<file path="config.mk">
export PLATFORM = sky130hd
export DESIGN_NAME = nrbh_div
export DESIGN_NICKNAME = d
export VERILOG_FILES = /design/src/rtl/core/nrbh_pkg.sv /design/src/rtl/core/nrbh_div.sv
export SDC_FILE = /design/constraint.sdc
export NUM_CORES = 1
export LEC_CHECK = 0
export BUFFER_PORTS_ARGS = -buffer_cell sky130_fd_sc_hd__buf_2
export CAP_MARGIN = 30
export CELL_PAD_IN_SITES_DETAIL_PLACEMENT = 1
export CELL_PAD_IN_SITES_GLOBAL_PLACEMENT = 1
export CORE_AREA = 2 2 149 151
export DETAILED_ROUTE_END_ITERATION = 8
export DIE_AREA = 0 0 151 153
export PLACE_DENSITY = 0.77
export SLEW_MARGIN = 15
export SYNTH_ARGS = -nofsm -noshare
export SYNTH_HDL_FRONTEND = slang
export SYNTH_SLANG_ARGS = --single-unit
</file>
<file path="constraint.sdc">
create_clock -name clk -period 4.52 [get_ports clk]
set_input_delay 0 -clock clk [delete_from_list [all_inputs] [get_ports clk]]
set_output_delay 0 -clock clk [all_outputs]
set_load 0.05 [all_outputs]
</file>
<file path="src/rtl/core/nrbh_pkg.sv">
// ----------------------------------------------------------------------------
// nrbh_pkg
// Shared types and constants for the nearest ray/box hit block.
// ----------------------------------------------------------------------------
package nrbh_pkg;

    localparam int DEF_MAX_BOXES = 64;
    localparam int DEF_COORD_W   = 32;
    localparam int FRAC_BITS     = 16;
    localparam int DIST_W        = 31;
    localparam int T_W           = DIST_W + 1;
    localparam int QUO_STEPS     = DIST_W;
    localparam logic [DIST_W-1:0] T_HUGE = {DIST_W{1'b1}};

    localparam logic [1:0] ACT_CLEAR  = 2'd0;
    localparam logic [1:0] ACT_ADD    = 2'd1;
    localparam logic [1:0] ACT_CAST   = 2'd2;
    localparam logic [1:0] ACT_UNUSED = 2'd3;

    typedef enum logic [2:0] {
        S_IDLE,
        S_FETCH,
        S_AXIS,
        S_DIV,
        S_COMB,
        S_BOXEND,
        S_NEXT,
        S_RESULT
    } state_t;

endpackage

</file>
<file path="src/rtl/core/nrbh_div.sv">
// ----------------------------------------------------------------------------
// nrbh_div
// Signed Q16.16 divider, one quotient bit per cycle, saturating to T_HUGE.
// ----------------------------------------------------------------------------
module nrbh_div #(
    parameter int COORD_WIDTH = nrbh_pkg::DEF_COORD_W
) (
    input  logic                          clk,
    input  logic                          rst_n,
    input  logic                          start,
    input  logic signed [COORD_WIDTH:0]   num,
    input  logic signed [COORD_WIDTH-1:0] den,
    output logic                          done,
    output logic signed [nrbh_pkg::T_W-1:0] quo
);
    import nrbh_pkg::*;

    localparam int CNT_W = $clog2(QUO_STEPS);
    localparam int CMP_W = COORD_WIDTH + FRAC_BITS;

    logic                   busy_reg, busy_next;
    logic                   done_reg, done_next;
    logic                   neg_reg, neg_next;
    logic [CNT_W-1:0]       cnt_reg, cnt_next;
    logic [COORD_WIDTH-1:0] rem_reg, rem_next;
    logic [COORD_WIDTH-1:0] dmag_reg, dmag_next;
    logic [DIST_W-1:0]      low_reg, low_next;
    logic [DIST_W-1:0]      q_reg, q_next;

    logic [COORD_WIDTH:0]   nmag;
    logic [COORD_WIDTH-1:0] dmag;
    logic [CMP_W-1:0]       n_cmp, d_cmp;
    logic [COORD_WIDTH:0]   trial;
    logic                   qbit;

    always_comb
    begin
        nmag  = num[COORD_WIDTH] ? (~num + 1'b1) : num;
        dmag  = den[COORD_WIDTH-1] ? (~den + 1'b1) : den;
        n_cmp = CMP_W'(nmag);
        d_cmp = CMP_W'(dmag) << (FRAC_BITS - 1);
        trial = {rem_reg, low_reg[DIST_W-1]};
        qbit  = (trial >= {1'b0, dmag_reg});
    end

    always_comb
    begin
        busy_next = busy_reg;
        done_next = 1'b0;
        neg_next  = neg_reg;
        cnt_next  = cnt_reg;
        rem_next  = rem_reg;
        dmag_next = dmag_reg;
        low_next  = low_reg;
        q_next    = q_reg;
        if (start)
        begin
            neg_next  = num[COORD_WIDTH] ^ den[COORD_WIDTH-1];
            dmag_next = dmag;
            cnt_next  = '0;
            if (n_cmp >= d_cmp)
            begin
                q_next    = T_HUGE;
                done_next = 1'b1;
            end
            else
            begin
                busy_next = 1'b1;
                rem_next  = COORD_WIDTH'(nmag >> (FRAC_BITS - 1));
                low_next  = {nmag[FRAC_BITS-2:0], {FRAC_BITS{1'b0}}};
                q_next    = '0;
            end
        end
        else if (busy_reg)
        begin
            rem_next = qbit ? COORD_WIDTH'(trial - {1'b0, dmag_reg})
                            : COORD_WIDTH'(trial);
            low_next = {low_reg[DIST_W-2:0], 1'b0};
            q_next   = {q_reg[DIST_W-2:0], qbit};
            cnt_next = cnt_reg + 1'b1;
            if (cnt_reg == CNT_W'(QUO_STEPS - 1))
            begin
                busy_next = 1'b0;
                done_next = 1'b1;
            end
        end
    end

    always_ff @(posedge clk or negedge rst_n)
    begin
        if (!rst_n)
        begin
            busy_reg <= 1'b0;
            done_reg <= 1'b0;
        end
        else
        begin
            busy_reg <= busy_next;
            done_reg <= done_next;
        end
    end

    always_ff @(posedge clk)
    begin
        neg_reg  <= neg_next;
        cnt_reg  <= cnt_next;
        rem_reg  <= rem_next;
        dmag_reg <= dmag_next;
        low_reg  <= low_next;
        q_reg    <= q_next;
    end

    assign done = done_reg;
    assign quo  = neg_reg ? -$signed({1'b0, q_reg}) : $signed({1'b0, q_reg});

endmodule

</file>
==> run metrics <==
average wire per standard cell 19.62 um; register area share after synthesis 0.3663; max_cap viols 0; Synth Cell Area 0.009509 mm2; Post-synth EDFFs 111; Clk pin slew, worst setup/hold paths 0.06 ns; Final nets around 1300; yosys warns 0; crit path launch type input pin; pwr dens 310.8 mW/mm2; Mapped Nets 1152; post-route cell area between 0.01 and 0.015 mm2; Syn-to-layout area delta 18.79%; Most used DFF post-synth edfxtp_1; dpl hpwl 20470 um; Crit Path Class input pin to flop; most used cell, CP a21o_1; share of cells above drive strength 1 0.1877; vias per cell 5.801; async set or reset register ratio after synthesis 0.01695; Pre-antenna DRT Iters 5; Finish-stage setup viols 0; worst rel slew slack 0.3560; multi-input combinational cell area about 0.0055 mm2; Num CTS Buffers 17; Core Util, Final 0.5257; Cell Rows 54; number of H-tree levels 4; crit end category flop; first-pass GRT wire length 45900 um; final WL around 28000 um; fmax 227.4 MHz; CTS Buffer Depth 2; CP max FO 21; ANT cells 0; gpl congestion 0.8772; Vias 8394; crit path cell chain dlygate4sd3_1 -> buf_2 -> or4_1 -> nor4_2 -> buf_4 -> nand2_1 -> o41ai_2 -> xor2_1 -> ha_1 -> a21o_1 -> a21o_1 -> a21o_1 -> a21oi_1 -> o21ai_0 -> a2111o_1 -> o2111ai_4 -> and2_4 -> buf_12; worst slew pin tran 0.9417 ns; Die Width 151 um; Synth Register Bits 118; Max Slew Vio Count 0; CTS tree built; Core ar. 0.02149 mm2; Post-DP Area around 0.010 mm2; data arrival time of the critical path between 4 and 5 ns; Tmin final ~4.4 ns; CTS sink cnt 118; Placed Cells 1386; largest net degree at the start of global routing 56; WP buf/inv 4; final worst-path cycle share 0.9729; Initial Util 0.4426; initial drt markers 489; Mapped Cells 1028; post-route ant nets 0; IO Count 101; skew final 0.01014 ns; Worst path top cell family by delay compound AO/OA/AOI/OAI gates; Die Y 153 um; number of port buffers 100; worst hold path type input pin to flop; clk_lat worst skew 0.42 ns; post-synth cell types roughly 80; largest stage delay on the critical path 0.57 ns; critical path data required time ~4.6 ns; Sequential Area 0.003483 mm2; CTS root buf clkbuf_16; gr ovfl total 0; maximum VDD drop ~0.24 mV; run status completed; initial antenna violation count 0; Total GRT Usage 0.2490; Die ar. ~0.023 mm2; Setup TNS 0 ns; vias in the first global route between 8000 and 9000; fin cells 1447; syn_area_per_cell 9.250 um2; Fill cells 2513; Hold Vio Cnt, Final 0; Crit-path slowest cell or4_1; detailed-route DRC error count 0; Pleak 4.743 nW
[path summary, 6_finish.rpt]
kind / from / to / slack [ns] / cells after the start
worst max register to register: low_reg[30]$_DFFE_PP_ / rem_reg[30]$_SDFFCE_PP0P_ / 1.10 / 11
worst min-delay path: den[23] / dmag_reg[23]$_DFFE_PP_ / 0.02 / 2
max in group asynchronous: rst_n / done$_DFF_PN0_ / 3.96 / 3
worst min register to register: cnt_reg[4]$_SDFFE_PP0P_ / cnt_reg[4]$_SDFFE_PP0P_ / 0.52 / 2
worst max-delay path: den[5] / low_reg[27]$_DFFE_PP_ / 0.12 / 18
min in group asynchronous: rst_n / busy_reg$_DFFE_PN0P_ / 0.44 / 3
[per-stage QoR]
| step | power, mW | hold WS, ns | setup slack, ns |
|---|---|---|---|
| final | 3.511 | 0.02473 | 0.1226 |
| after global routing | 3.674 | 0.03605 | -0.02052 |
| after CTS | 3.500 | 0.01458 | 0.05269 |
| after detailed placement | 2.139 | -0.2110 | -0.1957 |
| after global placement | 2.106 | -0.2109 | -0.01486 |
| after floorplan | 1.889 | -0.2956 | 0.2039 |
[synth_stat cells, types with 19 or more instances]
library cell,n,area (um2)
edfxtp_1,111,3333
o21ai_2,29,254.0
inv_1,98,367.9
a21o_1,19,142.6
xor2_1,40,350.3
nor4_1,20,125.1
ha_1,55,688.2
nor2_1,66,247.7
a21oi_1,52,260.3
nand2_1,57,214.0
o21ai_0,61,305.3
clkbuf_1,29,108.9
o31ai_1,23,172.7
xnor2_1,74,648.1
nand3_1,31,155.2
[cell usage in the layout (no fill, tap or decap), types with 8 or more instances in the layout]
| cell type | netlist | routed |
|---|---|---|
| nand2_1 | 57 | 57 |
| nor2_1 | 66 | 66 |
| dlygate4sd3_1 | 0 | 26 |
| a21o_1 | 19 | 19 |
| clkbuf_16 | 0 | 18 |
| o31ai_1 | 23 | 23 |
| o21ai_0 | 61 | 60 |
| xor2_1 | 40 | 40 |
| o21ai_2 | 29 | 30 |
| xnor2_1 | 74 | 74 |
| buf_2 | 6 | 99 |
| o211ai_1 | 13 | 13 |
| and2_1 | 9 | 8 |
| or4_1 | 14 | 13 |
| a21oi_1 | 52 | 52 |
| o41ai_1 | 16 | 15 |
| o21a_1 | 12 | 12 |
| ha_1 | 55 | 55 |
| nor4_1 | 20 | 18 |
| buf_4 | 1 | 23 |
| nand3_1 | 31 | 31 |
| edfxtp_1 | 111 | 111 |
| nand4_1 | 13 | 13 |
| nor3_1 | 16 | 16 |
| or3_1 | 14 | 14 |
| nor2b_1 | 8 | 8 |
| inv_1 | 98 | 98 |
[metal layers]
| layer | vias up | wire length (um) | track usage |
|---|---|---|---|
| met4 | 0 | 508 | 0.06097 |
| met5 | - | 0 | 0 |
| met1 | 4096 | 13170 | 0.3432 |
| met3 | 34 | 982 | 0.03493 |
| li1 | 4063 | - | - |
| met2 | 201 | 13730 | 0.4130 |
[final cells by class]
| class | instances | area share |
|---|---|---|
| Timing Repair Buffer | 153 | 0.09105 |
| Tap cell | 280 | 0.03101 |
| Multi-Input combinational cell | 766 | 0.4856 |
| Clock inverter | 14 | 0.01340 |
| Inverter | 98 | 0.03257 |
| Clock buffer | 18 | 0.03799 |
| Sequential cell | 118 | 0.3084 |
[logic make-up (layout without fill, tap and decap cells)]
| family | count (synthesis) | in the layout | synth area share |
|---|---|---|---|
| multiplexers | 3 | 3 | 0.003815 |
| AND/OR/NAND/NOR | 294 | 294 | 0.1657 |
| AO/OA/AOI/OAI | 299 | 299 | 0.2242 |
| flip-flops | 118 | 118 | 0.3663 |
| XOR/XNOR | 114 | 114 | 0.1050 |
| buffers and inverters | 144 | 283 | 0.06053 |
| adder cells (fa/ha/maj) | 56 | 56 | 0.07447 |
[power by group]
group / internal, mW / total, mW / switching, mW
sequential: 1.28 / 1.32 / 0.0424
clock: 0.814 / 1.34 / 0.524
combinational: 0.340 / 0.853 / 0.513
total: 2.43 / 3.51 / 1.08
[repair_timing]
action | 4_1_cts | 5_1_grt
resized for setup | 0 | 4
hold buffers | 25 | 1
hold endpoints to repair | 25 | 1
setup buffers | 0 | 1
endpoints found under the setup margin | 0 | 79
Power figures use the tool's default switching activity.
